$ cat config.mk
export PLATFORM = sky130hd
export DESIGN_NAME = utf8_cluster_display_width
export DESIGN_NICKNAME = d
export VERILOG_FILES = /design/src/rtl/u8cdw_pkg.sv /design/src/rtl/u8cdw_fifo.sv /design/src/rtl/u8cdw_front.sv /design/src/rtl/u8cdw_back.sv /design/src/rtl/utf8_cluster_display_width.sv
export SDC_FILE = /design/constraint.sdc
export NUM_CORES = 1
export LEC_CHECK = 0
export BUFFER_PORTS_ARGS = -buffer_cell sky130_fd_sc_hd__buf_2
export CAP_MARGIN = 20
export CORE_MARGIN = 2
export CORE_UTILIZATION = 41
export DETAILED_ROUTE_END_ITERATION = 8
export REMOVE_ABC_BUFFERS = 1
export SYNTH_ARGS = -nofsm -noshare
export SYNTH_HDL_FRONTEND = slang
export SYNTH_SLANG_ARGS = --single-unit
$ cat constraint.sdc
create_clock -name clk -period 3.4 [get_ports clk]
set_input_delay 0.17 -clock clk [delete_from_list [all_inputs] [get_ports clk]]
set_output_delay 0.17 -clock clk [all_outputs]
set_load 0.005 [all_outputs]
$ cat src/rtl/u8cdw_pkg.sv
`timescale 1ns / 1ps
// ----------------------------------------------------------------------------
// u8cdw_pkg
// Shared types, constants and the column width lookup for the UTF-8
// cluster display width block.
// ----------------------------------------------------------------------------
package u8cdw_pkg;

  localparam int CP_W = 21;

  localparam logic [7:0] LEAD_2B_LIMIT = 8'hE0;
  localparam logic [7:0] LEAD_3B_LIMIT = 8'hF0;
  localparam logic [7:0] LEAD_1B_LIMIT = 8'h80;

  localparam logic [CP_W-1:0] CP_VS16    = 21'h00FE0F;
  localparam logic [CP_W-1:0] CP_CTRL_LT = 21'h000020;

  localparam logic [1:0] COLS_ZERO   = 2'd0;
  localparam logic [1:0] COLS_NARROW = 2'd1;
  localparam logic [1:0] COLS_WIDE   = 2'd2;

  typedef struct packed {
    logic [CP_W-1:0] lo;
    logic [CP_W-1:0] hi;
  } cp_range_t;

  // Decoded event handed from the front end to the back end.
  typedef struct packed {
    logic            has_cp;  // a codepoint completed on this byte
    logic            last;    // byte closed the cluster
    logic [CP_W-1:0] cp;
  } ev_t;

  localparam int N_ZERO = 9;
  localparam int N_WIDE = 12;

  localparam cp_range_t ZERO_RANGES [N_ZERO] = '{
    '{21'h000300, 21'h00036F}, '{21'h001AB0, 21'h001AFF}, '{21'h001DC0, 21'h001DFF},
    '{21'h0020D0, 21'h0020FF}, '{21'h00FE00, 21'h00FE0F}, '{21'h00FE20, 21'h00FE2F},
    '{21'h0E0100, 21'h0E01EF}, '{21'h00200B, 21'h00200D}, '{21'h00FEFF, 21'h00FEFF}
  };

  localparam cp_range_t WIDE_RANGES [N_WIDE] = '{
    '{21'h001100, 21'h00115F}, '{21'h002E80, 21'h00303E}, '{21'h003040, 21'h0033BF},
    '{21'h00F900, 21'h00FAFF}, '{21'h00FE30, 21'h00FE6F}, '{21'h00FF01, 21'h00FF60},
    '{21'h00FFE0, 21'h00FFE6}, '{21'h020000, 21'h02FFFF}, '{21'h030000, 21'h03FFFF},
    '{21'h01F000, 21'h01FFFF}, '{21'h004E00, 21'h009FFF}, '{21'h003400, 21'h004DBF}
  };

  // Terminal columns of one codepoint; range compares run in parallel.
  function automatic logic [1:0] column_width(input logic [CP_W-1:0] cp);
    logic zero_hit;
    logic wide_hit;
    logic [1:0] w;
    zero_hit = 1'b0;
    wide_hit = 1'b0;
    for (int i = 0; i < N_ZERO; i++) begin
      if (cp >= ZERO_RANGES[i].lo && cp <= ZERO_RANGES[i].hi) zero_hit = 1'b1;
    end
    for (int i = 0; i < N_WIDE; i++) begin
      if (cp >= WIDE_RANGES[i].lo && cp <= WIDE_RANGES[i].hi) wide_hit = 1'b1;
    end
    if (cp == '0 || zero_hit) begin
      w = COLS_ZERO;
    end else if (wide_hit) begin
      w = COLS_WIDE;
    end else if (cp < CP_CTRL_LT) begin
      w = COLS_ZERO;
    end else begin
      w = COLS_NARROW;
    end
    return w;
  endfunction

endpackage

$ cat src/rtl/u8cdw_fifo.sv
`timescale 1ns / 1ps
// ----------------------------------------------------------------------------
// u8cdw_fifo
// Small register-based queue with count-based full and empty flags.
// ----------------------------------------------------------------------------
module u8cdw_fifo #(
  parameter int DEPTH = 2,
  parameter int WIDTH = 1
) (
  input  logic             clk,
  input  logic             rst_n,
  input  logic             push,
  input  logic [WIDTH-1:0] din,
  output logic             full,
  input  logic             pop,
  output logic [WIDTH-1:0] dout,
  output logic             empty
);

  localparam int AW = (DEPTH > 1) ? $clog2(DEPTH) : 1;
  localparam int CW = $clog2(DEPTH + 1);

  logic [WIDTH-1:0] mem_r [DEPTH];
  logic [AW-1:0]    wr_ptr_r, wr_ptr_nxt;
  logic [AW-1:0]    rd_ptr_r, rd_ptr_nxt;
  logic [CW-1:0]    count_r, count_nxt;
  logic             do_push, do_pop;

  assign full    = (count_r == CW'(DEPTH));
  assign empty   = (count_r == '0);
  assign do_push = push && !full;
  assign do_pop  = pop && !empty;
  assign dout    = mem_r[rd_ptr_r];

  always_comb begin
    wr_ptr_nxt = wr_ptr_r;
    rd_ptr_nxt = rd_ptr_r;
    count_nxt  = count_r;
    if (do_push) begin
      wr_ptr_nxt = (wr_ptr_r == AW'(DEPTH - 1)) ? '0 : wr_ptr_r + 1'b1;
    end
    if (do_pop) begin
      rd_ptr_nxt = (rd_ptr_r == AW'(DEPTH - 1)) ? '0 : rd_ptr_r + 1'b1;
    end
    if (do_push && !do_pop) begin
      count_nxt = count_r + 1'b1;
    end else if (do_pop && !do_push) begin
      count_nxt = count_r - 1'b1;
    end
  end

  always_ff @(posedge clk) begin
    if (!rst_n) begin
      wr_ptr_r <= '0;
      rd_ptr_r <= '0;
      count_r  <= '0;
    end else begin
      wr_ptr_r <= wr_ptr_nxt;
      rd_ptr_r <= rd_ptr_nxt;
      count_r  <= count_nxt;
    end
  end

  always_ff @(posedge clk) begin
    if (do_push) begin
      mem_r[wr_ptr_r] <= din;
    end
  end

endmodule

$ cat src/rtl/u8cdw_front.sv
`timescale 1ns / 1ps
// ----------------------------------------------------------------------------
// u8cdw_front
// Byte intake: classifies lead bytes, gathers continuation bits and emits
// an event for each completed codepoint or cluster end.
// ----------------------------------------------------------------------------
module u8cdw_front (
  input  logic              clk,
  input  logic              rst_n,
  input  logic              accept,
  input  logic [7:0]        byte_in,
  input  logic              last_byte,
  output logic              ev_push,
  output u8cdw_pkg::ev_t    ev
);

  import u8cdw_pkg::*;

  logic [1:0]      bytes_pending_r, bytes_pending_nxt;
  logic [CP_W-1:0] code_accum_r, code_accum_nxt;
  logic [CP_W-1:0] cont_cp;

  assign cont_cp = {code_accum_r[CP_W-7:0], byte_in[5:0]};

  always_comb begin
    bytes_pending_nxt = bytes_pending_r;
    code_accum_nxt    = code_accum_r;
    ev.has_cp         = 1'b0;
    ev.last           = last_byte;
    ev.cp             = cont_cp;
    if (bytes_pending_r == 2'd0) begin
      ev.cp = {13'd0, byte_in};
      if (byte_in < LEAD_1B_LIMIT) begin
        ev.has_cp = 1'b1;
      end else if (byte_in < LEAD_2B_LIMIT) begin
        code_accum_nxt    = {16'd0, byte_in[4:0]};
        bytes_pending_nxt = 2'd1;
      end else if (byte_in < LEAD_3B_LIMIT) begin
        code_accum_nxt    = {17'd0, byte_in[3:0]};
        bytes_pending_nxt = 2'd2;
      end else begin
        code_accum_nxt    = {18'd0, byte_in[2:0]};
        bytes_pending_nxt = 2'd3;
      end
    end else begin
      code_accum_nxt    = cont_cp;
      bytes_pending_nxt = bytes_pending_r - 1'b1;
      ev.has_cp         = (bytes_pending_r == 2'd1);
    end
    // cluster end drops any partial codepoint
    if (last_byte) begin
      bytes_pending_nxt = 2'd0;
      code_accum_nxt    = '0;
    end
  end

  assign ev_push = accept && (ev.has_cp || ev.last);

  always_ff @(posedge clk) begin
    if (!rst_n) begin
      bytes_pending_r <= 2'd0;
      code_accum_r    <= '0;
    end else if (accept) begin
      bytes_pending_r <= bytes_pending_nxt;
      code_accum_r    <= code_accum_nxt;
    end
  end

endmodule

$ cat src/rtl/u8cdw_back.sv
`timescale 1ns / 1ps
// ----------------------------------------------------------------------------
// u8cdw_back
// Width engine: looks up the first codepoint, applies the emoji
// presentation selector and issues the width at cluster end.
// ----------------------------------------------------------------------------
module u8cdw_back (
  input  logic              clk,
  input  logic              rst_n,
  input  u8cdw_pkg::ev_t    ev,
  input  logic              ev_empty,
  output logic              ev_pop,
  input  logic              res_full,
  output logic              res_push,
  output logic [1:0]        res_columns
);

  import u8cdw_pkg::*;

  logic       base_seen_r, base_seen_nxt;
  logic [1:0] width_so_far_r, width_so_far_nxt;
  logic [1:0] w_after;
  logic       base_after;

  // an end-of-cluster event waits for room in the result queue
  assign ev_pop   = !ev_empty && (!ev.last || !res_full);
  assign res_push = ev_pop && ev.last;

  always_comb begin
    w_after = width_so_far_r;
    if (ev.has_cp && !base_seen_r) begin
      w_after = column_width(ev.cp);
    end else if (ev.has_cp && ev.cp == CP_VS16 && width_so_far_r == COLS_NARROW) begin
      w_after = COLS_WIDE;
    end
    base_after  = base_seen_r | ev.has_cp;
    // a first codepoint cut off reads as the replacement character
    res_columns = base_after ? w_after : COLS_NARROW;
  end

  always_comb begin
    base_seen_nxt    = base_seen_r;
    width_so_far_nxt = width_so_far_r;
    if (ev_pop) begin
      if (ev.last) begin
        base_seen_nxt    = 1'b0;
        width_so_far_nxt = COLS_ZERO;
      end else begin
        base_seen_nxt    = base_after;
        width_so_far_nxt = w_after;
      end
    end
  end

  always_ff @(posedge clk) begin
    if (!rst_n) begin
      base_seen_r    <= 1'b0;
      width_so_far_r <= COLS_ZERO;
    end else begin
      base_seen_r    <= base_seen_nxt;
      width_so_far_r <= width_so_far_nxt;
    end
  end

endmodule

$ cat src/rtl/utf8_cluster_display_width.sv
`timescale 1ns / 1ps
// Path: a cluster's last byte is registered into the event queue; the width
//   engine then pushes its width into the result queue once that has room.
// Throughput: one byte per cycle while the event queue has room; results drain
//   at one per cycle.
// Reset: synchronous, active low; clears decode state, width state and queues.
// ----------------------------------------------------------------------------
// utf8_cluster_display_width
// Terminal column width of a UTF-8 cluster, fed one byte per transaction.
// ----------------------------------------------------------------------------
module utf8_cluster_display_width #(
  parameter int EV_DEPTH  = 4,
  parameter int OUT_DEPTH = 2
) (
  input  logic       clk,
  input  logic       rst_n,
  // byte intake queue side
  input  logic       push,
  output logic       full,
  input  logic [7:0] in_byte_in,
  input  logic       in_last_byte,
  // result queue side
  output logic       empty,
  input  logic       pop,
  output logic [1:0] out_columns
);

  import u8cdw_pkg::*;

  // Structure:
  //   front  - decodes lead/continuation bytes, one per cycle if evq has room;
  //            only completed codepoints and cluster ends become events
  //   evq    - event queue decoupling decode from the width lookup
  //   back   - range-table lookup of the first codepoint, selector upgrade,
  //            and result generation on the cluster end
  //   resq   - result queue; the back end stalls only on a cluster end
  //            when it is full, while the front takes bytes until evq is full

  localparam int EV_W = $bits(ev_t);

  logic            accept;
  logic            ev_push;
  ev_t             ev_in;
  logic            ev_full;
  logic            ev_empty;
  logic            ev_pop;
  logic [EV_W-1:0] ev_head_bits;
  ev_t             ev_head;
  logic            res_push;
  logic            res_full;
  logic [1:0]      res_columns;

  // Input is held off whenever the event queue has no room, even for bytes
  // that would produce no event; keeps the ready path a plain flop compare.
  assign full   = ev_full;
  assign accept = push && !ev_full;

  u8cdw_front u_front (
    .clk       (clk),
    .rst_n     (rst_n),
    .accept    (accept),
    .byte_in   (in_byte_in),
    .last_byte (in_last_byte),
    .ev_push   (ev_push),
    .ev        (ev_in)
  );

  u8cdw_fifo #(
    .DEPTH (EV_DEPTH),
    .WIDTH (EV_W)
  ) u_evq (
    .clk   (clk),
    .rst_n (rst_n),
    .push  (ev_push),
    .din   (ev_in),
    .full  (ev_full),
    .pop   (ev_pop),
    .dout  (ev_head_bits),
    .empty (ev_empty)
  );

  assign ev_head = ev_t'(ev_head_bits);

  u8cdw_back u_back (
    .clk         (clk),
    .rst_n       (rst_n),
    .ev          (ev_head),
    .ev_empty    (ev_empty),
    .ev_pop      (ev_pop),
    .res_full    (res_full),
    .res_push    (res_push),
    .res_columns (res_columns)
  );

  // Result queue: the head entry is what the consumer sees while not empty.
  u8cdw_fifo #(
    .DEPTH (OUT_DEPTH),
    .WIDTH (2)
  ) u_resq (
    .clk   (clk),
    .rst_n (rst_n),
    .push  (res_push),
    .din   (res_columns),
    .full  (res_full),
    .pop   (pop),
    .dout  (out_columns),
    .empty (empty)
  );

endmodule

# Word level (Yosys, flattened, before mapping)
# Memories as Yosys holds them, arrays and structs flattened. A register that Yosys moved wholly into a read port is not among the register bits.
# Cells that the tools add are included.
[classes]
n_eq_ne = 8
n_mux = 60
n_reduce_logical = 56
bitwise_logic = 1
n_lt_le_gt_ge = 46
n_addsub = 9
[op_table]
columns = ["operator", "n"]
rows = [
  ["21-bit by 16-bit less-or-equal comparator with 1-bit output, second input constant", 8],
  ["21-bit by 16-bit >= comparator with 1-bit output, second input constant", 7],
  ["21-bit by 14-bit >= comparator with 1-bit output, second input constant", 5],
  ["21-bit by 14-bit less-or-equal comparator with 1-bit output, second input constant", 4],
  ["21-bit by 13-bit >= comparator with 1-bit output, second input constant", 3],
  ["21-bit by 13-bit less-or-equal comparator with 1-bit output, second input constant", 3],
  ["15-bit 2-to-1 mux", 3],
  ["21-bit by 18-bit >= comparator with 1-bit output, second input constant", 2],
  ["21-bit by 18-bit less-or-equal comparator with 1-bit output, second input constant", 2],
  ["1-bit logical AND", 36],
  ["1-bit 2-to-1 mux", 36],
  ["2-bit 2-to-1 mux", 16],
  ["8-bit < comparator, second input constant", 3],
  ["21-bit by 16-bit == test with 1-bit output, second input constant", 1],
  ["21-bit by 10-bit >= comparator with 1-bit output, second input constant", 1],
  ["21-bit by 15-bit >= comparator with 1-bit output, second input constant", 1],
  ["21-bit by 17-bit >= comparator with 1-bit output, second input constant", 1],
  ["21-bit by 20-bit >= comparator with 1-bit output, second input constant", 1],
  ["21-bit by 10-bit less-or-equal comparator with 1-bit output, second input constant", 1],
  ["21-bit by 15-bit less-or-equal comparator with 1-bit output, second input constant", 1],
  ["21-bit by 17-bit less-or-equal comparator with 1-bit output, second input constant", 1],
  ["21-bit by 20-bit less-or-equal comparator with 1-bit output, second input constant", 1],
  ["21-bit logical NOT", 1],
  ["21-bit by 6-bit < comparator with 1-bit output, second input constant", 1],
  ["other kinds (20)", 41],
]
[word_totals]
memories = 2
ramBits = 96
ff_bits = 31
[mem_list]
columns = ["name", "words", "width", "rd", "rd_clocked_by_memory_dff", "wr", "line", "text"]
rows = [
  ["u_evq.mem_r", 4, 23, 1, 1, 1, "u8cdw_fifo.sv:23", "logic [WIDTH-1:0] mem_r [DEPTH];"],
  ["u_resq.mem_r", 2, 2, 1, 1, 1, "u8cdw_fifo.sv:23", ""],
]

# Logic depth before layout (Yosys ltp)
[logic_depth]
ltp_word = 19
ltp_mapped = 12

# Modules after synthesis
# A second synthesis with hierarchy kept.
[hier_totals]
cells_unflattened = 445
area_unflattened_um2 = 6100.9
[modules_own_cells]
columns = ["mod", "cells_each", "seq_area_each_um2", "instances", "area_per_inst_um2"]
rows = [
  ["u8cdw_fifo (u_evq)", 171, 2942.8, 1, 3829.9],
  ["u8cdw_back", 148, 60.1, 1, 1008.5],
  ["u8cdw_front", 94, 340.3, 1, 872.1],
  ["u8cdw_fifo (u_resq)", 31, 220.2, 1, 376.6],
  ["utf8_cluster_display_width", 1, 0.0, 1, 13.8],
]

# Least setup slack after synthesis
# OpenSTA, ideal clock, no wires.
[synth_timing]
path_type = "reg2reg"
from = "register (tool-made name)"
to = "memory u_resq.mem_r[0][0], data pin"
required_ps = 3214
path_stages_with_launch = 11
setup_time_ps = 186
path_slack_ps = 512
arrival_ps = 2703
cell_sequence = "dfxtp_1 > buf_6 > buf_12 > buf_12 > mux4_2 > or4_4 > o21a_1 > o221ai_2 > a21oi_2 > or2_4 > o31ai_1"
[synth_lines]
columns = ["element", "line"]
rows = [
  ["end, declared", "u8cdw_fifo.sv:23"],
]

==> flow_summary.yaml <==
critical_path:
  path_max_fanout: 7
  cp_num_buf_inv: 2
  critPathSlowestCell: "or4_4"
  crit_type: "reg -> reg"
  cp-end-kind: "flop"
  worstPathRequired_ns: 3.62
  setup.worst_path.start_class: "flop"
  path_cells: "buf_4, buf_4, mux4_2, or4_4, o21a_1, o221ai_2, a21oi_2, or2_4, o31ai_1"
  cp_top_family: "simple AND/OR/NAND/NOR gates"
  crit_top_cell: "buf_4"
  slowest_delay_ns: 0.55
  cp.arrival_ns: 3.35
sta:
  tightest_slew_ns: 0.4574
  relSlewSlack: 0.6872
  worst_slack_ns: 0.2776
  hold_slack_ns: 0.01575
  fmax_ghz: 0.3203
  slew_viol_final: 0
  finalHoldViolCount: 0
  rsz0062_at_grt: "no"
  setup_viol: 0
  period_needed_ns: 3.122
  tns_ns: 0
  fin_skew_ns: 0.01224
  finalCritPeriodShare: 0.9184
hold_path:
  hold_path_class: "in -> reg"
synthesis:
  ys_ff_latch: 130
  synth.distinct_cells: 66
  ys_seq_area_frac: 0.5962
  synthFlopType: "edfxtp_1"
  syn_area_per_cell_um2: 13.61
  synthCells: 439
  synth_largest_area_cell: "edfxtp_1"
  async_flop_share: 0
  ys_top_cells_by_area: "edfxtp_1 48%, dfxtp_1 11%, mux4_2 6.4%"
  synth_enable_flop_cells: 96
  netlist.area_leader.share: 0.4823
  yosys_warnings: 0
  synth_area_mm2: 0.005977
floorplan:
  dieHeight_um: 124.7
  start_util: 0.4160
  fp.dieW_um: 124.7
  rows: 44
  io_pins: 17
  coreArea_mm2: 0.01437
  die_area_mm2: 0.01556
global_routing:
  antenna_found_initial: 0
  grt_pass1_vias: 3744
  track_usage: 0.1643
  grt_start_max_net_pins: 32
  gr-total-overflow: 0
  grt_pass1_wl_mm: 19.87
finish:
  num-nets-final: 504
  nFillCells: 1229
  final_design_area_no_fill_mm2: 0.007003
  num_antenna_cells: 0
  area.growth.synth_to_final_pct: 17.17
  final_cell_mix: "96 x edfxtp_1, 36 x nor2b_1, 33 x dfxtp_1"
  drive_above_1_share: 0.2077
  mostFrequentLayoutCell: "edfxtp_1"
placed_design:
  place_worst_setup_slack_ns: 0.1047
  dpl_cell_area_mm2: 0.006372
  place.detailed.hpwl_mm: 8.284
  io_buffers: 16
  gp_congestion: 0.9512
cts:
  clockBufferDepth: 2
  clkTransAtPathRegs_ns: 0.06
  numCtsBuffers: 17
  insertion_delay_ns: 0.42
  tritoncts: "built"
  numClockSinks: 130
  root_buffer: "clkbuf_16"
  h-tree-depth: 4
routing:
  viasPerCell: 5.606
  final_antenna_net_count: 0
  firstDrtPassIters: 5
  drt_wl_total_mm: 12.11
  wl_per_cell_um: 17.81
  post-route-drc-count: 0
  vias: 3812
  drt_iter0_drc: 375
power:
  p_leak_uw: 0.002406
  p_sw_uw: 1786
  vdd_drop_max_uv: 394.6
  sw_frac_of_total: 0.3155
  total_power_uw: 5660
  p_per_area_mw_per_mm2: 808.3
  power_frac_seq: 0.350
  clkPwrFrac: 0.329
  comb_power_share: 0.322
  intPower_uw: 3875
flow_run:
  drv_cap: 0
status:
  status: "completed"
## logic make-up after synthesis
| kind of cell | share of synthesized area |
|---|---|
| xor+xnor | 0.008792 |
| compound gates | 0.08960 |
| fa+ha+maj | 0.01800 |
| flops | 0.5962 |
| mux | 0.1013 |
| simple gates | 0.1555 |
| buf+inv | 0.03056 |
## routing by layer
metal | vias to the layer above | part of all wire | global-route usage
met2 | 110 | 0.47 | 0.2546
met5 | - | 0 | 0
li1 | 1789 | - | -
met3 | 28 | 0.036 | 0.04296
met4 | 0 | 0.023 | 0.07336
met1 | 1885 | 0.47 | 0.2180
## registers in the layout, indices dropped and copies added, names as in the netlist, named ones only
name and count:
u_resq.count_r 2, u_back.base_seen_r 1, u_front.bytes_pending_r 2, u_resq.mem_r 4, u_evq.wr_ptr_r 2, u_front.code_accum_r 15
u_evq.mem_r 92, u_evq.count_r 3, u_resq.wr_ptr_r 1, u_resq.rd_ptr_r 1, u_evq.rd_ptr_r 2, u_back.width_so_far_r 2
## metrics by stage
step                  util  instances
finish              0.4874        680
global route        0.4874        680
CTS                 0.4869        680
detailed placement  0.4435        647
global placement    0.4435        647
floorplan                -        422
## worst paths after layout
check / slack [ns] / start / to / depth (start not counted)
worst min-delay path: 0.02 / in_byte_in[1] / u_evq.mem_r[0][1] / 1
worst max-delay path: 0.28 / flop / u_resq.mem_r[1][0] / 9
worst min register to register: 0.51 / u_back.width_so_far_r[1] / u_back.width_so_far_r[1] / 2
worst max register to register: 0.28 / flop / u_resq.mem_r[1][0] / 9
## area by class of cell
type	instances	area [um2]	area share
Sequential cell	130	3565	0.5090
Multi-Input combinational cell	276	2243	0.3203
Clock buffer	23	500.5	0.07147
Timing Repair Buffer	42	290.3	0.04145
Tap cell	184	230.2	0.03287
Clock inverter	9	113.9	0.01626
Inverter	16	60.06	0.008576
## cells in the mapped netlist (2+ instances only)
cell       count
o21ai_0        8
and2_1        15
nor2b_1       36
mux2i_1        2
and3_1         2
dfxtp_1       34
buf_6          2
inv_1         16
nor4b_1        2
nand4_1        6
and4_1         3
and4b_1        3
nand2b_1       4
mux4_1         6
nor3_1        10
nor2_1        22
o211ai_1       4
a21oi_1       17
xnor2_1        4
edfxtp_1      96
xor2_1         2
a21o_1         2
o2111ai_1      5
a22oi_1       11
a31oi_1        4
ha_1           7
mux2_2         4
clkbuf_1      10
buf_4          2
nor4_1         3
mux4_2        17
nand3_1        8
buf_12         2
or2_2          2
a2111oi_0      4
a21boi_0       4
nand2_1       19
nor3b_1        5
o21a_1         4
or3_1          5
nand3b_1       2
## timing repair
| item | 4_1_cts | 5_1_grt |
|---|---|---|
| endpoints found under the setup margin | 0 | 2 |
| hold buffers | 1 | 0 |
| setup buffers | 0 | 0 |
| gates resized for setup | 0 | 2 |
| endpoints found under the hold margin | 4 | 0 |
## power groups by stage
stage,Combinational [uW],Clock (uW),Sequential (uW)
floorplan,1180,0,2060
global placement,1800,0,2000
detailed placement,1800,0,2010
CTS,1810,1890,1980
global route,2000,1970,2000
finish,1820,1860,1980
(Power assumes the default switching activity.)
